## config.mk

```make
export PLATFORM = sky130hd
export DESIGN_NAME = pid_heater_hold_controller_flat
export DESIGN_NICKNAME = d
export VERILOG_FILES = /design/src/design/phhc_pkg.sv /design/src/design/phhc_in_if.sv /design/src/design/phhc_out_if.sv /design/src/design/phhc_seq.sv /design/src/design/pid_heater_hold_controller.sv /design/src/flat_wrapper.sv
export SDC_FILE = /design/constraint.sdc
export NUM_CORES = 2
export LEC_CHECK = 0
export BUFFER_PORTS_ARGS = -buffer_cell sky130_fd_sc_hd__buf_4
export CAP_MARGIN = 20
export CORE_MARGIN = 10
export CORE_UTILIZATION = 40
export DETAILED_ROUTE_END_ITERATION = 10
export PLACE_DENSITY = 0.66
export SYNTH_ARGS = -nofsm -noshare
export SYNTH_HDL_FRONTEND = slang
export SYNTH_HIERARCHICAL = 1
export SYNTH_SLANG_ARGS = --single-unit
```

## constraint.sdc

```tcl
create_clock -name i_clk -period 13.5 [get_ports i_clk]
set_clock_uncertainty 0.2 [all_clocks]
set_input_delay 0 -clock i_clk [delete_from_list [all_inputs] [get_ports i_clk]]
set_output_delay 0 -clock i_clk [all_outputs]
set_load 0.01 [all_outputs]
```

## src/design/phhc_pkg.sv

```systemverilog
// ----------------------------------------------------------------------------
// phhc_pkg
// Shared types, constants and the microcode program of the heater hold
// controller.
// ----------------------------------------------------------------------------
package phhc_pkg;

    localparam int TEMP_W     = 13;
    localparam int ELAPSED_W  = 10;
    localparam int DUTY_BITS  = 8;
    localparam int STATUS_W   = 2;
    localparam int MS_W       = 26;
    localparam int GAIN_W     = 16;
    localparam int LIMIT_W    = 8;
    localparam int REP_W      = 16;
    localparam int ESUM_W     = 32;
    localparam int SREP_W     = 17;
    localparam int SIMG_W     = 27;
    localparam int CFG_IDX_W  = 3;
    localparam int CFG_DATA_W = 26;
    localparam int STEP_W     = 4;
    localparam int MUL_A_W    = 20;
    localparam int MUL_B_W    = 32;
    localparam int PROD_W     = MUL_A_W + MUL_B_W;
    localparam int PID_W      = 10;
    localparam int X_W        = 18;

    // floor(x / 1000) == (x * RECIP_1000) >> RECIP_SHIFT for x < 2**X_W
    localparam logic [MUL_A_W-1:0] RECIP_1000  = MUL_A_W'(268436);
    localparam int                 RECIP_SHIFT = 28;

    localparam logic [GAIN_W-1:0]  RST_GAIN_P   = GAIN_W'(640);
    localparam logic [GAIN_W-1:0]  RST_GAIN_I   = GAIN_W'(0);
    localparam logic [GAIN_W-1:0]  RST_GAIN_D   = GAIN_W'(12800);
    localparam logic [LIMIT_W-1:0] RST_LIMIT    = LIMIT_W'(150);
    localparam logic [TEMP_W-1:0]  RST_TARGET   = TEMP_W'(1600);
    localparam logic [MS_W-1:0]    RST_HOLD     = MS_W'(600000);
    localparam logic [MS_W-1:0]    RST_IMG_INT  = MS_W'(0);
    localparam logic [REP_W-1:0]   RST_REP_INT  = REP_W'(1000);

    localparam logic [STEP_W-1:0]  STEP_FETCH = STEP_W'(0);
    localparam logic [STEP_W-1:0]  STEP_WRITE = STEP_W'(11);

    typedef enum logic [CFG_IDX_W-1:0] {
        CFG_GAIN_P     = 3'd0,
        CFG_GAIN_I     = 3'd1,
        CFG_GAIN_D     = 3'd2,
        CFG_DUTY_LIMIT = 3'd3,
        CFG_TARGET     = 3'd4,
        CFG_HOLD       = 3'd5,
        CFG_IMG_INT    = 3'd6,
        CFG_REP_INT    = 3'd7
    } t_cfg_idx;

    typedef enum logic [STATUS_W-1:0] {
        ST_HEATING = 2'd0,
        ST_HOLDING = 2'd1,
        ST_DONE    = 2'd2
    } t_status;

    typedef enum logic [2:0] {
        OP_NONE   = 3'd0,
        OP_FETCH  = 3'd1,
        OP_TIMERS = 3'd2,
        OP_INTEG  = 3'd3,
        OP_CLAMP  = 3'd4,
        OP_FLAGS  = 3'd5,
        OP_DUTY   = 3'd6,
        OP_WRITE  = 3'd7
    } t_op;

    typedef enum logic [2:0] {
        A_GAIN_P = 3'd0,
        A_GAIN_I = 3'd1,
        A_GAIN_D = 3'd2,
        A_LIMIT  = 3'd3,
        A_RECIP  = 3'd4
    } t_asel;

    typedef enum logic [2:0] {
        B_ERR  = 3'd0,
        B_SUM  = 3'd1,
        B_DIFF = 3'd2,
        B_PID  = 3'd3,
        B_PROD = 3'd4
    } t_bsel;

    typedef enum logic [1:0] {
        ACC_HOLD = 2'd0,
        ACC_LOAD = 2'd1,
        ACC_ADD  = 2'd2
    } t_accop;

    typedef enum logic [2:0] {
        JC_NEXT     = 3'd0,
        JC_WAIT_IN  = 3'd1,
        JC_BYPASS   = 3'd2,
        JC_WAIT_OUT = 3'd3,
        JC_ALWAYS   = 3'd4
    } t_jcond;

    typedef struct packed {
        t_op               op;
        t_asel             a_sel;
        t_bsel             b_sel;
        logic              mul_en;
        t_accop            acc_op;
        t_jcond            jc;
        logic [STEP_W-1:0] target;
    } t_ucw;

    typedef struct packed {
        logic in_accept;
        logic bypass;
        logic out_free;
    } t_cond;

    function automatic t_ucw ucode_rom(input logic [STEP_W-1:0] step);
        t_ucw w;
        w = '0;
        unique case (step)
            4'd0: begin
                w.op = OP_FETCH;
                w.jc = JC_WAIT_IN;
            end
            4'd1: begin
                w.op     = OP_TIMERS;
                w.jc     = JC_BYPASS;
                w.target = STEP_WRITE;
            end
            4'd2: begin
                w.op = OP_INTEG;
            end
            4'd3: begin
                w.a_sel  = A_GAIN_P;
                w.b_sel  = B_ERR;
                w.mul_en = 1'b1;
            end
            4'd4: begin
                w.a_sel  = A_GAIN_I;
                w.b_sel  = B_SUM;
                w.mul_en = 1'b1;
                w.acc_op = ACC_LOAD;
            end
            4'd5: begin
                w.a_sel  = A_GAIN_D;
                w.b_sel  = B_DIFF;
                w.mul_en = 1'b1;
                w.acc_op = ACC_ADD;
            end
            4'd6: begin
                w.acc_op = ACC_ADD;
            end
            4'd7: begin
                w.op = OP_CLAMP;
            end
            4'd8: begin
                w.op     = OP_FLAGS;
                w.a_sel  = A_LIMIT;
                w.b_sel  = B_PID;
                w.mul_en = 1'b1;
            end
            4'd9: begin
                w.a_sel  = A_RECIP;
                w.b_sel  = B_PROD;
                w.mul_en = 1'b1;
            end
            4'd10: begin
                w.op = OP_DUTY;
            end
            4'd11: begin
                w.op     = OP_WRITE;
                w.jc     = JC_WAIT_OUT;
                w.target = STEP_FETCH;
            end
            default: begin
                w.jc     = JC_ALWAYS;
                w.target = STEP_FETCH;
            end
        endcase
        return w;
    endfunction

endpackage

```

## src/design/phhc_in_if.sv

```systemverilog
// ----------------------------------------------------------------------------
// phhc_in_if
// Sample channel: start or control-sample transactions.
// ----------------------------------------------------------------------------
interface phhc_in_if;
    logic                                 valid;
    logic                                 ready;
    logic                                 mode;
    logic signed [phhc_pkg::TEMP_W-1:0]   temperature;
    logic [phhc_pkg::ELAPSED_W-1:0]       elapsed_ms;

    modport source (output valid, output mode, output temperature, output elapsed_ms,
                    input ready);
    modport sink   (input valid, input mode, input temperature, input elapsed_ms,
                    output ready);
endinterface

```

## src/design/phhc_out_if.sv

```systemverilog
// ----------------------------------------------------------------------------
// phhc_out_if
// Result channel: one transaction per accepted sample transaction.
// ----------------------------------------------------------------------------
interface phhc_out_if;
    logic                              valid;
    logic                              ready;
    logic [phhc_pkg::DUTY_BITS-1:0]    duty;
    logic [phhc_pkg::STATUS_W-1:0]     status;
    logic                              reached_now;
    logic                              image_trigger;
    logic                              led_on;
    logic                              report_due;
    logic [phhc_pkg::MS_W-1:0]         remaining_ms;

    modport source (output valid, output duty, output status, output reached_now,
                    output image_trigger, output led_on, output report_due,
                    output remaining_ms, input ready);
    modport sink   (input valid, input duty, input status, input reached_now,
                    input image_trigger, input led_on, input report_due,
                    input remaining_ms, output ready);
endinterface

```

## src/design/phhc_seq.sv

```systemverilog
// ----------------------------------------------------------------------------
// phhc_seq
// Step counter and microcode ROM; emits one control word per cycle.
// ----------------------------------------------------------------------------
module phhc_seq import phhc_pkg::*; (
    input  logic i_clk,
    input  logic i_rst_n,
    input  t_cond i_cond,
    output t_ucw  o_ucw
);

    logic [STEP_W-1:0] r_step;
    logic [STEP_W-1:0] n_step;

    assign o_ucw = ucode_rom(r_step);

    always_comb begin
        unique case (o_ucw.jc)
            JC_NEXT:     n_step = r_step + 1'b1;
            JC_WAIT_IN:  n_step = i_cond.in_accept ? r_step + 1'b1 : r_step;
            JC_BYPASS:   n_step = i_cond.bypass ? o_ucw.target : r_step + 1'b1;
            JC_WAIT_OUT: n_step = i_cond.out_free ? o_ucw.target : r_step;
            JC_ALWAYS:   n_step = o_ucw.target;
            default:     n_step = STEP_FETCH;
        endcase
    end

    always_ff @(posedge i_clk) begin
        if (!i_rst_n) begin
            r_step <= STEP_FETCH;
        end else begin
            r_step <= n_step;
        end
    end

endmodule

```

## src/design/pid_heater_hold_controller.sv

```systemverilog
// ----------------------------------------------------------------------------
// pid_heater_hold_controller
// PID heater controller with setpoint hold timer, image and report timers.
// ----------------------------------------------------------------------------
// One sample transaction is taken at a time and yields one result transaction.
// A control sample runs the microcode program from the fetch step through the
// timer, integral, PID product, clamp, flag and duty steps to the result step;
// a start transaction, or a sample after the hold is done, goes from the timer
// step straight to the result step. The microcode program steps all
// products of the PID law and of the duty scaling through one shared 20x32
// multiplier. A finished result waits in the output register while the next
// transaction is fetched; the result step stalls while that register is full.
// Configuration is written through i_cfg_we / i_cfg_idx / i_cfg_data.
// ----------------------------------------------------------------------------
module pid_heater_hold_controller import phhc_pkg::*; (
    input  logic                  i_clk,
    input  logic                  i_rst_n,
    input  logic                  i_cfg_we,
    input  logic [CFG_IDX_W-1:0]  i_cfg_idx,
    input  logic [CFG_DATA_W-1:0] i_cfg_data,
    phhc_in_if.sink               i_sample,
    phhc_out_if.source            o_result
);

    // configuration
    logic [GAIN_W-1:0]         r_gain_p, r_gain_i, r_gain_d;
    logic [LIMIT_W-1:0]        r_limit;
    logic signed [TEMP_W-1:0]  r_target;
    logic [MS_W-1:0]           r_hold, r_img_int;
    logic [REP_W-1:0]          r_rep_int;

    // loop state
    logic signed [TEMP_W-1:0]  r_last_err;
    logic signed [ESUM_W-1:0]  r_esum;
    logic                      r_reached, r_finished, r_led;
    logic [MS_W-1:0]           r_held;
    logic [SIMG_W-1:0]         r_since_img;
    logic [SREP_W-1:0]         r_since_rep;
    logic                      r_out_valid;

    // working registers
    logic                      r_mode;
    logic signed [TEMP_W-1:0]  r_temp;
    logic [ELAPSED_W-1:0]      r_elapsed;
    logic signed [TEMP_W-1:0]  r_e;
    logic signed [TEMP_W:0]    r_d;
    logic [MS_W:0]             r_held_full;
    logic signed [PROD_W-1:0]  r_prod, r_acc;
    logic [PID_W-1:0]          r_pid;
    logic                      r_pid_zero, r_pid_sat, r_kill;
    logic [DUTY_BITS-1:0]      r_duty;
    t_status                   r_status;
    logic                      r_rnow, r_img, r_rep;
    logic [MS_W-1:0]           r_remain;

    // output register
    logic [DUTY_BITS-1:0]      r_o_duty;
    logic [STATUS_W-1:0]       r_o_status;
    logic                      r_o_rnow, r_o_img, r_o_led, r_o_rep;
    logic [MS_W-1:0]           r_o_remain;

    t_ucw                      w_ucw;
    t_cond                     w_cond;
    logic                      w_in_accept, w_out_free;

    logic signed [TEMP_W:0]    w_e_raw;
    logic signed [TEMP_W-1:0]  w_e_sat;
    logic signed [TEMP_W:0]    w_d;
    logic signed [ESUM_W:0]    w_sum_raw;
    logic signed [ESUM_W-1:0]  w_sum_sat;
    logic [SREP_W:0]           w_rep_sum;
    logic [MS_W:0]             w_held_sum;
    logic [SIMG_W:0]           w_img_sum;
    logic signed [MUL_A_W-1:0] w_mul_a;
    logic signed [MUL_B_W-1:0] w_mul_b;
    logic signed [PROD_W-1:0]  w_prod;
    logic                      w_reach_now, w_reached_new;
    logic [MS_W:0]             w_held_eff, w_hold_ext, w_hold_left;

    phhc_seq u_seq (
        .i_clk   (i_clk),
        .i_rst_n (i_rst_n),
        .i_cond  (w_cond),
        .o_ucw   (w_ucw)
    );

    assign i_sample.ready = (w_ucw.op == OP_FETCH);
    assign w_in_accept    = i_sample.valid && i_sample.ready;
    assign w_out_free     = !r_out_valid || o_result.ready;

    assign w_cond.in_accept = w_in_accept;
    assign w_cond.bypass    = !r_mode || r_finished;
    assign w_cond.out_free  = w_out_free;

    assign o_result.valid         = r_out_valid;
    assign o_result.duty          = r_o_duty;
    assign o_result.status        = r_o_status;
    assign o_result.reached_now   = r_o_rnow;
    assign o_result.image_trigger = r_o_img;
    assign o_result.led_on        = r_o_led;
    assign o_result.report_due    = r_o_rep;
    assign o_result.remaining_ms  = r_o_remain;

    // error, difference, integral and timer arithmetic
    always_comb begin
        w_e_raw = r_target - r_temp;
        if (w_e_raw > 14'sd4095) begin
            w_e_sat = 13'sh0FFF;
        end else if (w_e_raw < -14'sd4096) begin
            w_e_sat = 13'sh1000;
        end else begin
            w_e_sat = w_e_raw[TEMP_W-1:0];
        end

        w_d       = r_e - r_last_err;
        w_sum_raw = r_esum + r_e;
        unique case (w_sum_raw[ESUM_W:ESUM_W-1])
            2'b01:   w_sum_sat = {1'b0, {(ESUM_W-1){1'b1}}};
            2'b10:   w_sum_sat = {1'b1, {(ESUM_W-1){1'b0}}};
            default: w_sum_sat = w_sum_raw[ESUM_W-1:0];
        endcase

        w_rep_sum  = {1'b0, r_since_rep} + (SREP_W+1)'(r_elapsed);
        w_held_sum = {1'b0, r_held} + (MS_W+1)'(r_elapsed);
        w_img_sum  = {1'b0, r_since_img} + (SIMG_W+1)'(r_elapsed);
    end

    // shared multiplier
    always_comb begin
        unique case (w_ucw.a_sel)
            A_GAIN_P: w_mul_a = MUL_A_W'(r_gain_p);
            A_GAIN_I: w_mul_a = MUL_A_W'(r_gain_i);
            A_GAIN_D: w_mul_a = MUL_A_W'(r_gain_d);
            A_LIMIT:  w_mul_a = MUL_A_W'(r_limit);
            A_RECIP:  w_mul_a = RECIP_1000;
            default:  w_mul_a = '0;
        endcase
        unique case (w_ucw.b_sel)
            B_ERR:   w_mul_b = MUL_B_W'(r_e);
            B_SUM:   w_mul_b = r_esum;
            B_DIFF:  w_mul_b = MUL_B_W'(r_d);
            B_PID:   w_mul_b = MUL_B_W'(r_pid);
            B_PROD:  w_mul_b = MUL_B_W'(r_prod[X_W-1:0]);
            default: w_mul_b = '0;
        endcase
        w_prod = w_mul_a * w_mul_b;
    end

    // reach and hold-end checks
    always_comb begin
        w_reach_now   = !r_reached && (r_e > -13'sd16) && (r_e < 13'sd16);
        w_reached_new = r_reached || w_reach_now;
        w_held_eff    = w_reach_now ? '0 : r_held_full;
        w_hold_ext    = {1'b0, r_hold};
        w_hold_left   = w_hold_ext - w_held_eff;
    end

    always_ff @(posedge i_clk) begin
        if (!i_rst_n) begin
            r_gain_p    <= RST_GAIN_P;
            r_gain_i    <= RST_GAIN_I;
            r_gain_d    <= RST_GAIN_D;
            r_limit     <= RST_LIMIT;
            r_target    <= RST_TARGET;
            r_hold      <= RST_HOLD;
            r_img_int   <= RST_IMG_INT;
            r_rep_int   <= RST_REP_INT;
            r_last_err  <= '0;
            r_esum      <= '0;
            r_reached   <= 1'b0;
            r_finished  <= 1'b0;
            r_led       <= 1'b0;
            r_held      <= '0;
            r_since_img <= '0;
            r_since_rep <= '0;
            r_out_valid <= 1'b0;
        end else begin
            if (i_cfg_we) begin
                unique case (t_cfg_idx'(i_cfg_idx))
                    CFG_GAIN_P:     r_gain_p  <= i_cfg_data[GAIN_W-1:0];
                    CFG_GAIN_I:     r_gain_i  <= i_cfg_data[GAIN_W-1:0];
                    CFG_GAIN_D:     r_gain_d  <= i_cfg_data[GAIN_W-1:0];
                    CFG_DUTY_LIMIT: r_limit   <= i_cfg_data[LIMIT_W-1:0];
                    CFG_TARGET:     r_target  <= i_cfg_data[TEMP_W-1:0];
                    CFG_HOLD:       r_hold    <= i_cfg_data[MS_W-1:0];
                    CFG_IMG_INT:    r_img_int <= i_cfg_data[MS_W-1:0];
                    CFG_REP_INT:    r_rep_int <= i_cfg_data[REP_W-1:0];
                    default: ;
                endcase
            end

            if (w_ucw.op == OP_WRITE && w_out_free) begin
                r_out_valid <= 1'b1;
            end else if (o_result.ready) begin
                r_out_valid <= 1'b0;
            end

            case (w_ucw.op)
                OP_TIMERS: begin
                    if (!r_mode) begin
                        r_last_err  <= '0;
                        r_esum      <= '0;
                        r_reached   <= 1'b0;
                        r_finished  <= 1'b0;
                        r_held      <= '0;
                        r_since_img <= '0;
                        r_since_rep <= '0;
                    end else if (!r_finished) begin
                        r_since_rep <= w_rep_sum[SREP_W] ? '1 : w_rep_sum[SREP_W-1:0];
                        if (r_reached) begin
                            r_held      <= w_held_sum[MS_W] ? '1 : w_held_sum[MS_W-1:0];
                            r_since_img <= w_img_sum[SIMG_W] ? '1 : w_img_sum[SIMG_W-1:0];
                        end
                    end
                end
                OP_INTEG: begin
                    r_last_err <= r_e;
                    r_esum     <= w_sum_sat;
                end
                OP_FLAGS: begin
                    if (w_reach_now) begin
                        r_reached   <= 1'b1;
                        r_held      <= '0;
                        r_since_img <= '0;
                    end
                    if (r_rep_int == '0) begin
                        r_since_rep <= '0;
                    end else if (r_since_rep >= SREP_W'(r_rep_int)) begin
                        r_since_rep <= r_since_rep - SREP_W'(r_rep_int);
                    end
                    if (r_reached && r_img_int != '0 && r_since_img > SIMG_W'(r_img_int)) begin
                        r_led       <= 1'b1;
                        r_since_img <= r_since_img - SIMG_W'(r_img_int);
                    end
                    if (w_reached_new && w_held_eff > w_hold_ext) begin
                        r_finished <= 1'b1;
                    end
                end
                default: ;
            endcase
        end
    end

    always_ff @(posedge i_clk) begin
        if (w_ucw.mul_en) begin
            r_prod <= w_prod;
        end

        case (w_ucw.acc_op)
            ACC_LOAD: r_acc <= r_prod;
            ACC_ADD:  r_acc <= r_acc + r_prod;
            default: ;
        endcase

        case (w_ucw.op)
            OP_FETCH: begin
                if (w_in_accept) begin
                    r_mode    <= i_sample.mode;
                    r_temp    <= i_sample.temperature;
                    r_elapsed <= i_sample.elapsed_ms;
                end
            end
            OP_TIMERS: begin
                r_e         <= w_e_sat;
                r_held_full <= r_reached ? w_held_sum : {1'b0, r_held};
                // result of a start transaction or of a sample after done
                r_duty      <= '0;
                r_rnow      <= 1'b0;
                r_img       <= 1'b0;
                r_rep       <= 1'b0;
                r_status    <= r_mode ? ST_DONE : ST_HEATING;
                r_remain    <= r_mode ? '0 : r_hold;
            end
            OP_INTEG: begin
                r_d <= w_d;
            end
            OP_CLAMP: begin
                r_pid_zero <= r_acc < PROD_W'(256);
                r_pid_sat  <= r_acc >= PROD_W'(256000);
                r_pid      <= r_acc[PID_W+7:8];
            end
            OP_FLAGS: begin
                r_rnow <= w_reach_now;
                r_rep  <= (r_rep_int == '0) || (r_since_rep >= SREP_W'(r_rep_int));
                r_img  <= r_reached && r_img_int != '0 && r_since_img > SIMG_W'(r_img_int);
                r_kill <= w_reached_new && (w_held_eff > w_hold_ext);
                if (!w_reached_new) begin
                    r_status <= ST_HEATING;
                    r_remain <= r_hold;
                end else if (w_held_eff > w_hold_ext) begin
                    r_status <= ST_DONE;
                    r_remain <= '0;
                end else begin
                    r_status <= ST_HOLDING;
                    r_remain <= (w_held_eff >= w_hold_ext) ? '0 : w_hold_left[MS_W-1:0];
                end
            end
            OP_DUTY: begin
                if (r_kill || r_pid_zero) begin
                    r_duty <= '0;
                end else if (r_pid_sat) begin
                    r_duty <= DUTY_BITS'(r_limit);
                end else begin
                    r_duty <= r_prod[RECIP_SHIFT +: DUTY_BITS];
                end
            end
            OP_WRITE: begin
                if (w_out_free) begin
                    r_o_duty   <= r_duty;
                    r_o_status <= r_status;
                    r_o_rnow   <= r_rnow;
                    r_o_img    <= r_img;
                    r_o_led    <= r_led;
                    r_o_rep    <= r_rep;
                    r_o_remain <= r_remain;
                end
            end
            default: ;
        endcase
    end

endmodule
```

## src/flat_wrapper.sv

```systemverilog
// flat-port wrapper written by rule: the top's interface ports become plain ports
module pid_heater_hold_controller_flat import phhc_pkg::*;
  (i_clk, i_rst_n, i_cfg_we, i_cfg_idx, i_cfg_data, i_sample_valid, i_sample_mode, i_sample_temperature, i_sample_elapsed_ms, i_sample_ready, o_result_valid, o_result_duty, o_result_status, o_result_reached_now, o_result_image_trigger, o_result_led_on, o_result_report_due, o_result_remaining_ms, o_result_ready);
  phhc_in_if i_sample_i ();
  phhc_out_if o_result_i ();
  input  logic i_clk;
  input  logic i_rst_n;
  input  logic i_cfg_we;
  input  logic [CFG_IDX_W-1:0] i_cfg_idx;
  input  logic [CFG_DATA_W-1:0] i_cfg_data;
  input wire logic [$bits(i_sample_i.valid)-1:0] i_sample_valid;
  input wire logic [$bits(i_sample_i.mode)-1:0] i_sample_mode;
  input wire logic [$bits(i_sample_i.temperature)-1:0] i_sample_temperature;
  input wire logic [$bits(i_sample_i.elapsed_ms)-1:0] i_sample_elapsed_ms;
  output wire logic [$bits(i_sample_i.ready)-1:0] i_sample_ready;
  output wire logic [$bits(o_result_i.valid)-1:0] o_result_valid;
  output wire logic [$bits(o_result_i.duty)-1:0] o_result_duty;
  output wire logic [$bits(o_result_i.status)-1:0] o_result_status;
  output wire logic [$bits(o_result_i.reached_now)-1:0] o_result_reached_now;
  output wire logic [$bits(o_result_i.image_trigger)-1:0] o_result_image_trigger;
  output wire logic [$bits(o_result_i.led_on)-1:0] o_result_led_on;
  output wire logic [$bits(o_result_i.report_due)-1:0] o_result_report_due;
  output wire logic [$bits(o_result_i.remaining_ms)-1:0] o_result_remaining_ms;
  input wire logic [$bits(o_result_i.ready)-1:0] o_result_ready;
  assign i_sample_i.valid = i_sample_valid;
  assign i_sample_i.mode = i_sample_mode;
  assign i_sample_i.temperature = i_sample_temperature;
  assign i_sample_i.elapsed_ms = i_sample_elapsed_ms;
  assign i_sample_ready = i_sample_i.ready;
  assign o_result_valid = o_result_i.valid;
  assign o_result_duty = o_result_i.duty;
  assign o_result_status = o_result_i.status;
  assign o_result_reached_now = o_result_i.reached_now;
  assign o_result_image_trigger = o_result_i.image_trigger;
  assign o_result_led_on = o_result_i.led_on;
  assign o_result_report_due = o_result_i.report_due;
  assign o_result_remaining_ms = o_result_i.remaining_ms;
  assign o_result_i.ready = o_result_ready;
  pid_heater_hold_controller u_core (.i_clk(i_clk), .i_rst_n(i_rst_n), .i_cfg_we(i_cfg_we), .i_cfg_idx(i_cfg_idx), .i_cfg_data(i_cfg_data), .i_sample(i_sample_i), .o_result(o_result_i));
endmodule
```

-- Word level (Yosys, flattened, before mapping)
Cells that the tools add are included.
- muxes and demuxes: 61
- reductions and logical operators: 47
- bitwise gates (word level): 0
- divide/modulo/power cells: 0
- eq/ne operators: 50
- $add $sub $neg: 11
- multipliers: 1
- $lt $le $gt $ge: 10
- shift operators: 0
- operators by type and width (kind ; count):
    two-way mux 26 bit ; 10
    two-way mux 27 bit ; 7
    case mux 32 bit (5 select lines) ; 1
    case mux 32 bit (2 select lines) ; 2
    case mux 26 bit (2 select lines) ; 2
    case mux 52 bit (2 select lines) ; 1
    case mux 19 bit (5 select lines) ; 1
    two-way mux 17 bit ; 5
    greater-than comparator 27 x 26 -> 1 bit ; 2
    case mux 27 bit (2 select lines) ; 1
    adder 52 bit ; 1
    greater-or-equal comparator 52 x 19 -> 1 bit (second input constant) ; 1
    < comparator 52 x 10 -> 1 bit (second input constant) ; 1
    multiplier 20 x 32 -> 52 bit ; 1
    case mux 7 bit (5 select lines) ; 1
    case mux 17 bit (2 select lines) ; 1
    adder 32 x 13 -> 33 bit ; 1
    equality test 3 bit (second input constant) ; 11
    two-way mux 32 bit ; 1
    equality test 3 x 2 -> 1 bit (second input constant) ; 10
    adder 27 x 10 -> 28 bit ; 1
    subtractor 13 x 13 -> 14 bit ; 2
    adder 26 x 10 -> 27 bit ; 1
    greater-or-equal comparator 27 x 26 -> 1 bit ; 1
    other kinds (47) ; 114
- latch bits: 0
- output and inout bits: 42
- memories: 0
- input port bits: 58
- ROM bits: 0
- RAM bits: 0
- word-level logic and storage cells: 224
- flip-flop bits (word level): 534

-- Longest topological paths before layout
- depth in word-level cells: 9
- depth in mapped cells: 38
- depth with buffers taken out: 34

-- Cells and area by module
Netlist, hierarchy kept.
- by module, submodules not included (module ; cells an instance ; seq. area each (µm²) ; times used ; area an instance (µm²)):
    pid_heater_hold_controller ; 6034 ; 13352.8 ; 1 ; 52831.9
    phhc_seq ; 74 ; 80.1 ; 1 ; 559.3

-- Worst setup path after synthesis
Ideal clock, no wire load.
- path kind: register -> register
- start: reg u_core.u_seq.r_step[2]
- end: reg u_core.r_prod[41], data pin
- setup slack: 4.221 ns
- buffers on the path: 6
- setup time: 0.139 ns
- required time: 13.161 ns
- arrival time: 8.940 ns
- stages on the path, launching flop included: 36
- period minus slack after synthesis: 9.279 ns
- path through: dfxtp_1 buf_6 clkbuf_1 nand2_1 o22ai_1 buf_4 clkbuf_1 clkbuf_1 a211oi_1 a211oi_1 clkbuf_1 nand2_1 fa_1 inv_1 fa_1 inv_1 fa_1 inv_1 fa_1 inv_1 fa_1 inv_1 fa_1 inv_1 fa_1 inv_1 ha_1 a211oi_1 o21bai_1 o41ai_2 nand4_1 a41oi_2 o21ai_1 a221o_1 a2111oi_0 nand4b_1
- RTL lines (item ; RTL line ; text):
    from (decl) ; phhc_seq.sv:12 ; logic [STEP_W-1:0] r_step;
    from (signal assigned) ; phhc_seq.sv:32 ; r_step <= n_step;
    to (signal assigned) ; pid_heater_hold_controller.sv:246 ; r_prod <= w_prod;
    to (decl) ; pid_heater_hold_controller.sv:48 ; logic signed [PROD_W-1:0] r_prod, r_acc;

==> results.sh <==
export IMPL_post_cts_buffers=0
export IMPL_r2r_cells=31
export IMPL_fin_ws_ns=2.86
export IMPL_slew_headroom=0.206
export IMPL_setup_viol=0
export IMPL_r2r_start="u_core/u_seq/r_step[2]"
export IMPL_worstSetupPathType="flip-flop to flip-flop"
export IMPL_cp_end_kind="flip-flop"
export IMPL_dp_slack_ns=3.04
export IMPL_cp_data_required_time_ns=13.83
export IMPL_cts_made_buffers=60
export IMPL_period_minus_slack_ns=10.64
export IMPL_nFillCells=12693
export IMPL_regArea_mm2=0.0134
export IMPL_syn_num_nets=7107
export IMPL_place_congestion=0.951
export IMPL_first_pass_iters=6
export IMPL_die_area_mm2=0.148
export IMPL_ant_nets=0
export IMPL_multi_input_area_mm2=0.0357
export IMPL_cts_root_buffer="clkbuf_16"
export IMPL_r2r_end="u_core/r_prod[41]"
export IMPL_cts_sinks=534
export IMPL_grt_pass1_wl_um=253000
export IMPL_setup_tns_final_ns=0
export IMPL_max_cap_viol_count=0
export IMPL_drv_slew=0
export IMPL_worstSetupPathDepth=31
export IMPL_cp_data_arrival_time_ns=10.96
export IMPL_grt_max_degree=91
export IMPL_crit_path_start="u_core/u_seq/r_step[2]"
export IMPL_netlist_area_mm2=0.0533
export IMPL_status="completed"
export IMPL_dp_hpwl_um=121000
export IMPL_worst_pin_slew_ns=1.18
export IMPL_cpLargestDelayFamily="adder cells"
export IMPL_num_nets_final=7207
export IMPL_antenna_found_initial=0
export IMPL_placementRows=133
export IMPL_overflow=0
export IMPL_core_mm2=0.132
export IMPL_htreeDepth=2
export IMPL_syn_avg_cell_area_um2=8.74
export IMPL_clk_pin_slew_worst_paths_ns=0.06
export IMPL_placed_cell_area_mm2=0.0559
export IMPL_cts_tree="done"
export IMPL_wl_um=162000
export IMPL_path_max_fanout=73
export IMPL_first_iter_violations=3513
export IMPL_max_freq_mhz=94.0
export IMPL_r2r_slack_ns=2.86
export IMPL_vias=44277
export IMPL_avgViaCountPerCell=5.53
export IMPL_hold_violations=0
export IMPL_worstHoldPathCells=4
export IMPL_rsz0062_at_grt="false"
export IMPL_max_stage_delay_ns=0.72
export IMPL_slowest_stage="o22ai_1"
export IMPL_drive_gt1_frac=0.0646
export IMPL_drc=0
export IMPL_path_buf_inv=8
export IMPL_chipHeight_um=385
export IMPL_yosysWarnings=6
export IMPL_cts_max_path_buffers=3
export IMPL_antenna_cells=0
export IMPL_cp_start_kind="flip-flop"
export IMPL_initial_core_util=0.404
export IMPL_period_share=0.788
export IMPL_endpoint="u_core/r_prod[41]"
export IMPL_grt_total_usage=0.214
export IMPL_grt_pass1_vias=44334
export IMPL_port_buffers=99
export IMPL_die_w_um=385
export IMPL_wl_per_cell_um=20.2
export IMPL_clk_latency_ns=0.71
export IMPL_syn_instance_count=6101
export IMPL_finalInstanceArea_mm2=0.0593
export IMPL_min_path_type="input pin to flip-flop"
export IMPL_io_pins=100
export IMPL_syn_to_final_growth_pct=11.1
## sequential cells by signal (all words and copies together), names as in the netlist, 27 cells and up
signal / count
u_core/r_esum: 32
u_core/r_since_img: 27
u_core/r_prod: 52
u_core/r_held_full: 27
u_core/r_acc: 52
## worst reg2reg max path, delay by kind of cell, from the launching register on
family                   cells  cell delay [ns]
adder cells (fa/ha/maj)      8             3.84
buffers and inverters        8             0.74
AO/OA/AOI/OAI               10             3.31
AND/OR/NAND/NOR              5             1.70
flip-flops                   1             0.68
## layer usage
metal  track usage  wire (um)
met3        0.0421      13200
met5             0          0
met1         0.276      67200
met4        0.0809       6590
met2         0.354      75100
## repair_timing
action,in CTS,in global routing
endpoints found under the hold margin,225,0
resized for setup,0,0
hold buffers,130,0
## layout make-up
type / instances / share of cell area
clock buffer: 67 / 0.0261
sequential: 534 / 0.227
clock inverter: 44 / 0.00811
tap: 1755 / 0.0371
inverter: 871 / 0.0552
timing repair buffer: 303 / 0.0443
multi-input combinational: 4431 / 0.602
## through the flow
stage	cells	hold slack (ns)	util
global route	8005	0.0384	0.449
finish	8005	0.0434	0.449
floorplan	6101	-0.101	-
global placement	7762	-0.0217	0.423
CTS	8004	0.00399	0.449
detailed placement	7763	-0.0205	0.424
## worst min-delay path by stage
stage | start | end | slack [ns]
2_1_floorplan | i_sample_elapsed_ms[0] | u_core/r_elapsed[0] | -0.10
3_3_place_gp | i_sample_elapsed_ms[8] | u_core/r_elapsed[8] | -0.02
3_5_place_dp | i_sample_elapsed_ms[8] | u_core/r_elapsed[8] | -0.02
4_1_cts | i_cfg_data[2] | u_core/r_gain_i[2] | 0.004
5_1_grt | i_cfg_data[6] | u_core/r_limit[6] | 0.04
6_report | i_cfg_data[6] | u_core/r_target[6] | 0.04
## placed cells by master, fill, tap and decap left out, types with 91 or more instances in the layout
master and count:
buf_4 171, nor2_1 544, a21o_1 140, o21ai_0 177
inv_1 865, ha_1 402, fa_1 545, xnor2_1 144
o21ai_1 100, dfxtp_1 260, a21oi_1 422, nand2_1 766
dlygate4sd3_1 130, nand3_1 91, edfxtp_1 274
Power is not shown: default switching activity piles up to over one toggle a cycle in this logic, so the estimate is an artifact.
